**src/rtl/dlvs_pkg.sv**
```systemverilog
// Types, constants and register codes of the directional light vertex shader.
package dlvs_pkg;

  localparam int MAX_LIGHTS = 8;
  localparam int LIGHT_W    = (MAX_LIGHTS > 1) ? $clog2(MAX_LIGHTS) : 1;
  localparam int CNT_W      = $clog2(MAX_LIGHTS + 1);

  localparam int T_W   = 25;  // transformed normal component, Q10.14
  localparam int L_W   = 49;  // squared length, 28 fraction bits
  localparam int RES_W = 50;  // root search register
  localparam int R_W   = 25;  // integer root
  localparam int REM_W = 26;  // divider remainder
  localparam int Q_W   = 15;  // quotient bits
  localparam int U_W   = 16;  // unit normal component, Q1.14
  localparam int DOT_W = 32;  // dot product, 28 fraction bits
  localparam int SUM_W = 48;  // color accumulator, 28 fraction bits
  localparam int M_W   = 32;  // multiplier operand
  localparam int P_W   = 64;  // multiplier product

  localparam logic [L_W-1:0] LEN_SQ_MIN = L_W'(268);
  localparam logic [Q_W-1:0] ONE_Q14    = Q_W'(16384);
  localparam logic [4:0]     SQRT_TOP   = 5'd24;
  localparam logic [4:0]     DIV_TOP    = 5'd14;

  typedef enum logic [2:0] {
    REG_ROW0    = 3'd0,
    REG_ROW1    = 3'd1,
    REG_ROW2    = 3'd2,
    REG_AMBIENT = 3'd3,
    REG_ACTIVE  = 3'd4
  } reg_idx_e;

  typedef enum logic [1:0] {
    MOP_MAT = 2'd0,
    MOP_SQ  = 2'd1,
    MOP_DOT = 2'd2,
    MOP_COL = 2'd3
  } mop_e;

  typedef struct packed {
    logic [2:0][47:0] mat;
    logic [47:0]      ambient;
    logic [3:0]       active;
  } cfg_t;

  typedef struct packed {
    logic               mul_en;
    logic               acc_en;
    mop_e               op;
    logic [1:0]         row;
    logic [1:0]         col;
    logic [4:0]         step;
    logic               sqrt_init;
    logic               sqrt_step;
    logic               div_init;
    logic               div_step;
    logic               copy_t;
    logic               dot_clr;
    logic               out_load;
    logic [LIGHT_W-1:0] light;
  } cmd_t;

  typedef struct packed {
    logic len_big;
    logic dot_pos;
    logic out_free;
  } stat_t;

endpackage

```
**src/rtl/directional_light_vertex_shade.sv**
```systemverilog
// Load request: no result; the next request may follow at once.
// Shade request: steps the shared multiplier, root and divider, then each active light;
//   a normal too short to normalize skips root and divider, a light facing away its color.
// A new request is taken while the previous result waits in the output register.
// Reset (rst_ni low, asynchronous) clears control and loads the identity matrix;
//   light slots hold no value until loaded.
module directional_light_vertex_shade (
  input  logic               clk_i,
  input  logic               rst_ni,
  input  logic               psel,
  input  logic               penable,
  input  logic               pwrite,
  input  logic [5:0]         paddr,
  input  logic [63:0]        pwdata,
  output logic [63:0]        prdata,
  output logic               pready,
  input  logic               in_valid_i,
  output logic               in_ready_o,
  input  logic               action_i,
  input  logic signed [7:0]  normal_x_i,
  input  logic signed [7:0]  normal_y_i,
  input  logic signed [7:0]  normal_z_i,
  input  logic               last_normal_i,
  input  logic [2:0]         light_slot_i,
  input  logic signed [15:0] light_dir_x_i,
  input  logic signed [15:0] light_dir_y_i,
  input  logic signed [15:0] light_dir_z_i,
  input  logic [11:0]        light_red_i,
  input  logic [11:0]        light_green_i,
  input  logic [11:0]        light_blue_i,
  output logic               out_valid_o,
  input  logic               out_ready_i,
  output logic [15:0]        red_o,
  output logic [15:0]        green_o,
  output logic [15:0]        blue_o,
  output logic               batch_end_o
);
  import dlvs_pkg::*;

  cfg_t  cfg;
  cmd_t  cmd;
  stat_t stat;
  logic  in_fire;

  assign in_fire = in_valid_i && in_ready_o;

  dlvs_regs u_regs (
    .clk_i, .rst_ni, .psel, .penable, .pwrite, .paddr, .pwdata, .prdata, .pready,
    .cfg_o (cfg)
  );

  dlvs_ctrl u_ctrl (
    .clk_i, .rst_ni,
    .in_fire_i (in_fire),
    .action_i,
    .active_i  (cfg.active),
    .stat_i    (stat),
    .cmd_o     (cmd),
    .in_ready_o
  );

  dlvs_dp u_dp (
    .clk_i, .rst_ni,
    .cfg_i     (cfg),
    .cmd_i     (cmd),
    .stat_o    (stat),
    .in_fire_i (in_fire),
    .action_i, .normal_x_i, .normal_y_i, .normal_z_i, .last_normal_i,
    .light_slot_i, .light_dir_x_i, .light_dir_y_i, .light_dir_z_i,
    .light_red_i, .light_green_i, .light_blue_i,
    .out_valid_o, .out_ready_i, .red_o, .green_o, .blue_o, .batch_end_o
  );

endmodule

```
**src/rtl/dlvs_regs.sv**
```systemverilog
// Configuration register file behind the APB-style port.
module dlvs_regs (
  input  logic                 clk_i,
  input  logic                 rst_ni,
  input  logic                 psel,
  input  logic                 penable,
  input  logic                 pwrite,
  input  logic [5:0]           paddr,
  input  logic [63:0]          pwdata,
  output logic [63:0]          prdata,
  output logic                 pready,
  output dlvs_pkg::cfg_t       cfg_o
);
  import dlvs_pkg::*;

  cfg_t     cfg_q, cfg_d;
  reg_idx_e idx;
  logic     wr_en;

  assign idx    = reg_idx_e'(paddr[5:3]);
  assign wr_en  = psel && penable && pwrite;
  assign pready = 1'b1;
  assign cfg_o  = cfg_q;

  // Decode the write request
  always_comb begin
    cfg_d = cfg_q;
    if (wr_en) begin
      case (idx)
        REG_ROW0:    cfg_d.mat[0]  = pwdata[47:0];
        REG_ROW1:    cfg_d.mat[1]  = pwdata[47:0];
        REG_ROW2:    cfg_d.mat[2]  = pwdata[47:0];
        REG_AMBIENT: cfg_d.ambient = pwdata[47:0];
        REG_ACTIVE:  cfg_d.active  = pwdata[3:0];
        default:     cfg_d = cfg_q;
      endcase
    end
  end

  // Hold registers, identity matrix after reset
  always_ff @(posedge clk_i or negedge rst_ni) begin
    if (!rst_ni) begin
      cfg_q.mat[0]  <= 48'd16384;
      cfg_q.mat[1]  <= 48'd1073741824;
      cfg_q.mat[2]  <= 48'd70368744177664;
      cfg_q.ambient <= '0;
      cfg_q.active  <= '0;
    end else begin
      cfg_q <= cfg_d;
    end
  end

  // Read back
  always_comb begin
    case (idx)
      REG_ROW0:    prdata = {16'd0, cfg_q.mat[0]};
      REG_ROW1:    prdata = {16'd0, cfg_q.mat[1]};
      REG_ROW2:    prdata = {16'd0, cfg_q.mat[2]};
      REG_AMBIENT: prdata = {16'd0, cfg_q.ambient};
      REG_ACTIVE:  prdata = {60'd0, cfg_q.active};
      default:     prdata = '0;
    endcase
  end

endmodule

```
**src/rtl/dlvs_ctrl.sv**
```systemverilog
// Sequencer that steps the shared multiplier, root and divider per shade request.
module dlvs_ctrl (
  input  logic           clk_i,
  input  logic           rst_ni,
  input  logic           in_fire_i,
  input  logic           action_i,
  input  logic [3:0]     active_i,
  input  dlvs_pkg::stat_t stat_i,
  output dlvs_pkg::cmd_t  cmd_o,
  output logic           in_ready_o
);
  import dlvs_pkg::*;

  typedef enum logic [10:0] {
    ST_IDLE   = 11'b000_0000_0001,
    ST_MAT    = 11'b000_0000_0010,
    ST_LEN    = 11'b000_0000_0100,
    ST_CHK    = 11'b000_0000_1000,
    ST_SQRT   = 11'b000_0001_0000,
    ST_DIVI   = 11'b000_0010_0000,
    ST_DIVS   = 11'b000_0100_0000,
    ST_LSTART = 11'b000_1000_0000,
    ST_LDOT   = 11'b001_0000_0000,
    ST_LCOL   = 11'b010_0000_0000,
    ST_LNEXT  = 11'b100_0000_0000
  } state_e;

  state_e           st_q, st_d;
  logic             ph_q, ph_d;
  logic [1:0]       row_q, row_d, col_q, col_d;
  logic [4:0]       step_q, step_d;
  logic [CNT_W-1:0] lt_q, lt_d, count;
  logic             done_q, done_d;

  // Clamp the light count
  always_comb begin
    if (32'(active_i) > MAX_LIGHTS) count = CNT_W'(MAX_LIGHTS);
    else count = CNT_W'(active_i);
  end

  always_comb begin
    st_d   = st_q;
    ph_d   = ph_q;
    row_d  = row_q;
    col_d  = col_q;
    step_d = step_q;
    lt_d   = lt_q;
    done_d = done_q;
    cmd_o  = '0;
    cmd_o.op    = MOP_MAT;
    cmd_o.row   = row_q;
    cmd_o.col   = col_q;
    cmd_o.step  = step_q;
    cmd_o.light = lt_q[LIGHT_W-1:0];
    in_ready_o  = 1'b0;

    case (st_q)
      ST_IDLE: begin
        if (done_q) begin
          // hold the result until the output register frees
          if (stat_i.out_free) begin
            cmd_o.out_load = 1'b1;
            done_d = 1'b0;
          end
        end else begin
          in_ready_o = 1'b1;
          if (in_fire_i && action_i) begin
            st_d  = ST_MAT;
            ph_d  = 1'b0;
            row_d = 2'd0;
            col_d = 2'd0;
          end
        end
      end
      ST_MAT: begin
        cmd_o.op = MOP_MAT;
        if (!ph_q) begin
          cmd_o.mul_en = 1'b1;
          ph_d = 1'b1;
        end else begin
          cmd_o.acc_en = 1'b1;
          ph_d = 1'b0;
          if (col_q == 2'd2) begin
            col_d = 2'd0;
            if (row_q == 2'd2) st_d = ST_LEN;
            else row_d = row_q + 2'd1;
          end else begin
            col_d = col_q + 2'd1;
          end
        end
      end
      ST_LEN: begin
        cmd_o.op = MOP_SQ;
        if (!ph_q) begin
          cmd_o.mul_en = 1'b1;
          ph_d = 1'b1;
        end else begin
          cmd_o.acc_en = 1'b1;
          ph_d = 1'b0;
          if (col_q == 2'd2) begin
            col_d = 2'd0;
            st_d  = ST_CHK;
          end else begin
            col_d = col_q + 2'd1;
          end
        end
      end
      ST_CHK: begin
        if (stat_i.len_big) begin
          cmd_o.sqrt_init = 1'b1;
          step_d = SQRT_TOP;
          st_d   = ST_SQRT;
        end else begin
          cmd_o.copy_t = 1'b1;
          st_d = ST_LSTART;
        end
      end
      ST_SQRT: begin
        cmd_o.sqrt_step = 1'b1;
        if (step_q == 5'd0) begin
          col_d = 2'd0;
          st_d  = ST_DIVI;
        end else begin
          step_d = step_q - 5'd1;
        end
      end
      ST_DIVI: begin
        cmd_o.div_init = 1'b1;
        step_d = DIV_TOP;
        st_d   = ST_DIVS;
      end
      ST_DIVS: begin
        cmd_o.div_step = 1'b1;
        if (step_q == 5'd0) begin
          if (col_q == 2'd2) begin
            col_d = 2'd0;
            st_d  = ST_LSTART;
          end else begin
            col_d = col_q + 2'd1;
            st_d  = ST_DIVI;
          end
        end else begin
          step_d = step_q - 5'd1;
        end
      end
      ST_LSTART: begin
        cmd_o.dot_clr = 1'b1;
        lt_d  = '0;
        col_d = 2'd0;
        ph_d  = 1'b0;
        if (count == '0) begin
          done_d = 1'b1;
          st_d   = ST_IDLE;
        end else begin
          st_d = ST_LDOT;
        end
      end
      ST_LDOT: begin
        cmd_o.op = MOP_DOT;
        if (!ph_q) begin
          cmd_o.mul_en = 1'b1;
          ph_d = 1'b1;
        end else begin
          cmd_o.acc_en = 1'b1;
          ph_d = 1'b0;
          if (col_q == 2'd2) begin
            col_d = 2'd0;
            st_d  = ST_LCOL;
          end else begin
            col_d = col_q + 2'd1;
          end
        end
      end
      ST_LCOL: begin
        cmd_o.op = MOP_COL;
        if (!stat_i.dot_pos) begin
          // light faces away: skip its color
          st_d = ST_LNEXT;
        end else if (!ph_q) begin
          cmd_o.mul_en = 1'b1;
          ph_d = 1'b1;
        end else begin
          cmd_o.acc_en = 1'b1;
          ph_d = 1'b0;
          if (col_q == 2'd2) begin
            col_d = 2'd0;
            st_d  = ST_LNEXT;
          end else begin
            col_d = col_q + 2'd1;
          end
        end
      end
      ST_LNEXT: begin
        cmd_o.dot_clr = 1'b1;
        if (lt_q == count - CNT_W'(1)) begin
          done_d = 1'b1;
          st_d   = ST_IDLE;
        end else begin
          lt_d = lt_q + CNT_W'(1);
          st_d = ST_LDOT;
        end
      end
      default: st_d = ST_IDLE;
    endcase
  end

  always_ff @(posedge clk_i or negedge rst_ni) begin
    if (!rst_ni) begin
      st_q   <= ST_IDLE;
      ph_q   <= 1'b0;
      row_q  <= '0;
      col_q  <= '0;
      step_q <= '0;
      lt_q   <= '0;
      done_q <= 1'b0;
    end else begin
      st_q   <= st_d;
      ph_q   <= ph_d;
      row_q  <= row_d;
      col_q  <= col_d;
      step_q <= step_d;
      lt_q   <= lt_d;
      done_q <= done_d;
    end
  end

endmodule

```
**src/rtl/dlvs_dp.sv**
```systemverilog
// Datapath: light slots, shared multiplier, root and divider, output register.
module dlvs_dp (
  input  logic                  clk_i,
  input  logic                  rst_ni,
  input  dlvs_pkg::cfg_t        cfg_i,
  input  dlvs_pkg::cmd_t        cmd_i,
  output dlvs_pkg::stat_t       stat_o,
  input  logic                  in_fire_i,
  input  logic                  action_i,
  input  logic signed [7:0]     normal_x_i,
  input  logic signed [7:0]     normal_y_i,
  input  logic signed [7:0]     normal_z_i,
  input  logic                  last_normal_i,
  input  logic [2:0]            light_slot_i,
  input  logic signed [15:0]    light_dir_x_i,
  input  logic signed [15:0]    light_dir_y_i,
  input  logic signed [15:0]    light_dir_z_i,
  input  logic [11:0]           light_red_i,
  input  logic [11:0]           light_green_i,
  input  logic [11:0]           light_blue_i,
  output logic                  out_valid_o,
  input  logic                  out_ready_i,
  output logic [15:0]           red_o,
  output logic [15:0]           green_o,
  output logic [15:0]           blue_o,
  output logic                  batch_end_o
);
  import dlvs_pkg::*;

  logic [47:0]              dir_q   [MAX_LIGHTS];
  logic [35:0]              color_q [MAX_LIGHTS];
  logic signed [7:0]        n_q     [3];
  logic signed [T_W-1:0]    t_q     [3];
  logic signed [U_W-1:0]    u_q     [3];
  logic [SUM_W-1:0]         sum_q   [3];
  logic [L_W-1:0]           len_q;
  logic [L_W-1:0]           v_q;
  logic [RES_W-1:0]         res_q;
  logic [REM_W-1:0]         rem_q;
  logic [Q_W-1:0]           q_q;
  logic signed [DOT_W-1:0]  dot_q;
  logic signed [P_W-1:0]    prod_q;
  logic                     last_q;
  logic                     out_valid_q;
  logic [15:0]              out_q [3];
  logic                     bend_q;

  logic [7:0]               slot_ext;
  logic [LIGHT_W-1:0]       slot_idx;
  logic signed [M_W-1:0]    op_a, op_b;
  logic [RES_W-1:0]         sq_bit, sq_trial;
  logic [R_W-1:0]           root;
  logic [T_W-1:0]           mag;
  logic                     div_ge;
  logic [REM_W-1:0]         rem_diff;
  logic [Q_W-1:0]           q_next, q_clamp;
  logic [47:0]              cur_dir;
  logic [35:0]              cur_color;

  assign slot_ext  = {5'd0, light_slot_i};
  assign slot_idx  = slot_ext[LIGHT_W-1:0];
  assign cur_dir   = dir_q[cmd_i.light];
  assign cur_color = color_q[cmd_i.light];

  // Write a light slot on a load request
  always_ff @(posedge clk_i) begin
    if (in_fire_i && !action_i && (32'(light_slot_i) < MAX_LIGHTS)) begin
      dir_q[slot_idx]   <= {light_dir_z_i, light_dir_y_i, light_dir_x_i};
      color_q[slot_idx] <= {light_blue_i, light_green_i, light_red_i};
    end
  end

  // Select multiplier operands
  always_comb begin
    case (cmd_i.op)
      MOP_MAT: begin
        op_a = M_W'($signed(cfg_i.mat[cmd_i.row][16*cmd_i.col +: 16]));
        op_b = M_W'(n_q[cmd_i.row]);
      end
      MOP_SQ: begin
        op_a = M_W'(t_q[cmd_i.col]);
        op_b = M_W'(t_q[cmd_i.col]);
      end
      MOP_DOT: begin
        op_a = M_W'(u_q[cmd_i.col]);
        op_b = M_W'($signed(cur_dir[16*cmd_i.col +: 16]));
      end
      MOP_COL: begin
        op_a = $signed({20'd0, cur_color[12*cmd_i.col +: 12]});
        op_b = dot_q;
      end
      default: begin
        op_a = '0;
        op_b = '0;
      end
    endcase
  end

  // Root step: one result bit per cycle
  assign sq_bit   = RES_W'(1) << {cmd_i.step, 1'b0};
  assign sq_trial = res_q + sq_bit;
  assign root     = res_q[R_W-1:0];

  // Divider step: one quotient bit per cycle
  assign mag      = t_q[cmd_i.col][T_W-1] ? T_W'(-t_q[cmd_i.col]) : T_W'(t_q[cmd_i.col]);
  assign div_ge   = rem_q >= {1'b0, root};
  assign rem_diff = div_ge ? (rem_q - {1'b0, root}) : rem_q;
  assign q_next   = {q_q[Q_W-2:0], div_ge};
  assign q_clamp  = (q_next > ONE_Q14) ? ONE_Q14 : q_next;

  always_ff @(posedge clk_i) begin
    // latch the normal, clear the length and transform sums, preset colors to ambient on a shade request
    if (in_fire_i && action_i) begin
      n_q[0] <= normal_x_i;
      n_q[1] <= normal_y_i;
      n_q[2] <= normal_z_i;
      last_q <= last_normal_i;
      len_q  <= '0;
      for (int j = 0; j < 3; j++) begin
        t_q[j]   <= '0;
        sum_q[j] <= SUM_W'({cfg_i.ambient[16*j +: 16], 28'd0});
      end
    end
    if (cmd_i.mul_en) prod_q <= op_a * op_b;
    if (cmd_i.acc_en) begin
      case (cmd_i.op)
        MOP_MAT: t_q[cmd_i.col]   <= t_q[cmd_i.col] + prod_q[T_W-1:0];
        MOP_SQ:  len_q            <= len_q + prod_q[L_W-1:0];
        MOP_DOT: dot_q            <= dot_q + prod_q[DOT_W-1:0];
        MOP_COL: sum_q[cmd_i.col] <= sum_q[cmd_i.col] + prod_q[SUM_W-1:0];
        default: dot_q            <= dot_q;
      endcase
    end
    if (cmd_i.dot_clr) dot_q <= '0;
    // short normal: keep it unscaled
    if (cmd_i.copy_t) begin
      for (int j = 0; j < 3; j++) u_q[j] <= t_q[j][U_W-1:0];
    end
    if (cmd_i.sqrt_init) begin
      v_q   <= len_q;
      res_q <= '0;
    end
    if (cmd_i.sqrt_step) begin
      if ({1'b0, v_q} >= sq_trial) begin
        v_q   <= v_q - sq_trial[L_W-1:0];
        res_q <= (res_q >> 1) + sq_bit;
      end else begin
        res_q <= res_q >> 1;
      end
    end
    if (cmd_i.div_init) begin
      rem_q <= {1'b0, mag};
      q_q   <= '0;
    end
    if (cmd_i.div_step) begin
      rem_q <= {rem_diff[REM_W-2:0], 1'b0};
      q_q   <= q_next;
      if (cmd_i.step == 5'd0) begin
        u_q[cmd_i.col] <= t_q[cmd_i.col][T_W-1] ? -$signed({1'b0, q_clamp})
                                               :  $signed({1'b0, q_clamp});
      end
    end
    // saturate into the output register
    if (cmd_i.out_load) begin
      for (int j = 0; j < 3; j++) begin
        out_q[j] <= (sum_q[j][SUM_W-1:44] != '0) ? 16'hFFFF : sum_q[j][43:28];
      end
      bend_q <= last_q;
    end
  end

  always_ff @(posedge clk_i or negedge rst_ni) begin
    if (!rst_ni) begin
      out_valid_q <= 1'b0;
    end else if (cmd_i.out_load) begin
      out_valid_q <= 1'b1;
    end else if (out_ready_i) begin
      out_valid_q <= 1'b0;
    end
  end

  assign stat_o.len_big  = len_q > LEN_SQ_MIN;
  assign stat_o.dot_pos  = dot_q > 0;
  assign stat_o.out_free = !out_valid_q || out_ready_i;

  assign out_valid_o = out_valid_q;
  assign red_o       = out_q[0];
  assign green_o     = out_q[1];
  assign blue_o      = out_q[2];
  assign batch_end_o = bend_q;

endmodule

```
**config.mk**
```make
export PLATFORM = sky130hd
export DESIGN_NAME = directional_light_vertex_shade
export DESIGN_NICKNAME = d
export VERILOG_FILES = /design/src/rtl/dlvs_pkg.sv /design/src/rtl/directional_light_vertex_shade.sv /design/src/rtl/dlvs_regs.sv /design/src/rtl/dlvs_ctrl.sv /design/src/rtl/dlvs_dp.sv
export SDC_FILE = /design/constraint.sdc
export NUM_CORES = 2
export LEC_CHECK = 0
export BUFFER_PORTS_ARGS = -buffer_cell sky130_fd_sc_hd__buf_4
export CORE_UTILIZATION = 55
export CTS_CLUSTER_DIAMETER = 200
export DETAILED_ROUTE_END_ITERATION = 6
export PLACE_DENSITY = 0.72
export SLEW_MARGIN = 15
export SYNTH_ARGS = -nofsm -noshare
export SYNTH_HDL_FRONTEND = slang
export SYNTH_SLANG_ARGS = --single-unit
export TNS_END_PERCENT = 20
```
**constraint.sdc**
```tcl
create_clock -name clk_i -period 11.3 [get_ports clk_i]
set_input_delay 1.13 -clock clk_i [delete_from_list [all_inputs] [get_ports clk_i]]
set_output_delay 1.13 -clock clk_i [all_outputs]
set_load 0.02 [all_outputs]
```
==> results.py <==
metrics = {
    "floorplan": {
        "core_mm2": 0.193,
        "start_util": 0.555,
        "rows": 161,
        "dieArea_mm2": 0.196,
        "num_io_pins": 306,
        "die_x_um": 443,
        "die_h_um": 443,
    },
    "setup_path": {
        "worstPathRequired_ns": 11.86,
        "worstSetupPathType": "reg2reg",
        "cpMostUsedCell": "fa_1",
        "reg2reg_to": "u_dp.prod_q[48]",
        "slowest_stage": "dfrtp_4",
        "r2r_start": "u_ctrl.col_q[0]",
        "worstPathArrival_ns": 11.52,
        "critPathMaxFanout": 25,
        "crit_start": "u_ctrl.col_q[0]",
        "crit_end": "u_dp.prod_q[48]",
        "slowest_delay_ns": 0.82,
        "cp-start-kind": "flip-flop",
        "reg2reg_depth": 32,
        "r2r_slack_ns": 0.34,
        "end_kind": "flip-flop",
    },
    "layout": {
        "area_growth_pct": 11.5,
        "layout_common_cells": "edfxtp_1, inv_1, nor2_1",
        "nets": 11133,
        "finish.utilization": 0.618,
        "drive_above_1_share": 0.153,
        "layout_commonest_cell": "edfxtp_1",
    },
    "clock_network": {
        "post_cts_buffers": 0,
        "htreeDepth": 4,
        "clockBufferDepth": 3,
        "cts_tree": "built",
        "clkTransAtPathRegs_ns": 0.06,
        "cts.sinks": 1594,
        "numCtsBuffers": 167,
        "cts_root_buf": "clkbuf_16",
        "insertion_delay_ns": 0.87,
    },
    "job": {
        "drv_cap": 0,
    },
    "grt": {
        "grtUsageTotal": 0.346,
        "grt_pass1_vias": 77761,
        "grt_overflow": 0,
        "antenna_found_initial": 33,
        "grt_max_degree": 80,
        "grt_first_pass_wirelength_um": 500000,
    },
    "routing": {
        "dr.pass1.iters": 6,
        "viasPerCell": 6.22,
        "ant_nets": 0,
        "drc": 0,
        "drt_iter0_drc": 7807,
        "wl_per_cell_um": 27.5,
        "drt-total-wl_um": 340000,
        "dr_total_vias": 77076,
    },
    "place": {
        "hpwl_um": 255000,
        "port_buffers": 269,
        "gp_congestion": 1.06,
    },
    "yosys": {
        "synthCells": 9336,
        "dominantRegCellSynth": "edfxtp_1",
        "ys.warnings.count": 0,
        "seq_area_frac_synth": 0.425,
        "synth_edf_count": 1240,
        "ys_async_sr_fraction": 0.140,
        "synth_area_mm2": 0.107,
        "synth_seq_cells": 1594,
        "synth.avg_cell_area_um2": 11.5,
        "synth_cell_types": 104,
    },
    "sta": {
        "fmax_mhz": 91.3,
        "rsz0062_at_grt": "no",
        "setup_tns_ns": 0,
        "final_max_slew_viol_count": 0,
        "whs_ns": 0.232,
        "tightest_slew_ns": 1.18,
        "setup_viol": 0,
        "skew_ns": 0.0808,
        "slew_headroom": 0.192,
        "finalHoldViolCount": 0,
        "period_share": 0.969,
        "period_needed_ns": 10.96,
    },
    "run_status": {
        "status": "complete, no violations",
    },
    "worst_hold_path": {
        "hold_path.class": "in2async",
    },
}
repair_timing:
item / 4_1_cts / 5_1_grt
setup endpoints to repair: 0 / 2
gates resized for setup: 0 / 2
hold buffers: 0 / 0
logic make-up after synthesis:
logic type,Yosys count,share of synthesized area
compound gates,1583,0.0946
xor+xnor,385,0.0315
fa+ha+maj,1231,0.199
buf+inv,1467,0.0542
flops,1594,0.425
mux,657,0.0943
other cells,2,0.0000702
simple gates,2417,0.101
flip-flops by register name (all words and copies together), names as in the netlist, 5 cells and up:
register       count
u_dp.res_q        50
u_ctrl.step_q      5
u_dp.u_q          64
u_dp.dot_q        32
u_dp.color_q     288
u_dp.v_q          49
u_dp.q_q          14
u_dp.sum_q       192
u_dp.rem_q        26
u_regs.cfg_o     196
u_dp.dir_q       384
u_dp.n_q          24
u_dp.prod_q       49
u_dp.t_q         100
u_dp.len_q        49
u_dp.out_q        48
u_ctrl.st_q       11
through the flow:
step                setup WS [ns]  area (µm²)  cells
finish                      0.345      119000  12389
global placement            0.776      114000  12068
CTS                         0.628      119000  12373
detailed placement          0.700      114000  12068
global route              0.00345      119000  12379
floorplan                    1.67      107000   9351
worst min path at each step:
stage	from	endpoint	slack, ns	cells past startpoint
CTS	rst_ni	u_regs.cfg_o[80]	0.22	1
detailed placement	u_dp.last_q	u_dp.batch_end_o	0.41	0
global route	rst_ni	u_regs.cfg_o[144]	0.26	1
finish	rst_ni	u_regs.cfg_o[96]	0.23	1
global placement	u_dp.last_q	u_dp.batch_end_o	0.40	0
floorplan	u_dp.last_q	u_dp.batch_end_o	0.40	0
worst max-delay path: cells and delay by family (launching register included):
| kind | cells | cell delay, ns |
|---|---|---|
| compound gates | 12 | 3.19 |
| xor+xnor | 1 | 0.10 |
| fa+ha+maj | 9 | 4.28 |
| buf+inv | 6 | 0.78 |
| flops | 1 | 0.82 |
| mux | 1 | 0.64 |
| simple gates | 3 | 0.80 |
area by class of cell:
class / count / area [µm²]
Tap cell: 2526 / 3160
Clock buffer: 219 / 4510
Sequential cell: 1594 / 45500
Antenna cell: 15 / 37.5
Timing Repair Buffer: 633 / 5070
Inverter: 1026 / 3850
Clock inverter: 86 / 1110
Fill cell: 15078 / 73600
Multi-Input combinational cell: 6290 / 56000
synthesized netlist by cell type, drive strengths merged, types with 74 or more instances:
cell type  instances  area [µm²]
a21oi            366        1840
mux2             224        2520
nor2b             74         463
buf              162         893
inv             1025        3850
xnor2            234        2050
nand2            809        3040
nor3              79         407
xor2             151        1320
nand2b           119         744
nor2             859        3230
o21ai            470        2360
clkbuf           279        1050
nand3            148         746
mux4             258        5810
a21o             149        1120
dfxtp            131        2620
dfrtp            219        5480
ha               449        5620
edfxtp          1240       37200
fa               782       15700
mux2i            175        1750
a31oi             79         524
per-layer routing:
metal  routed length, µm  global-route usage  part of all wire  vias up
li1                    -                   -                 -    33368
met1              127000               0.440              0.37    38987
met2              155000               0.536              0.45     3844
met3               34600              0.0839              0.10      859
met4               24400               0.215             0.072       18
met5                 143                   0           0.00042        -
Power is left out: the tool's default activity adds up to more than one toggle a clock period on the data nets, which glitch-free logic cannot reach.
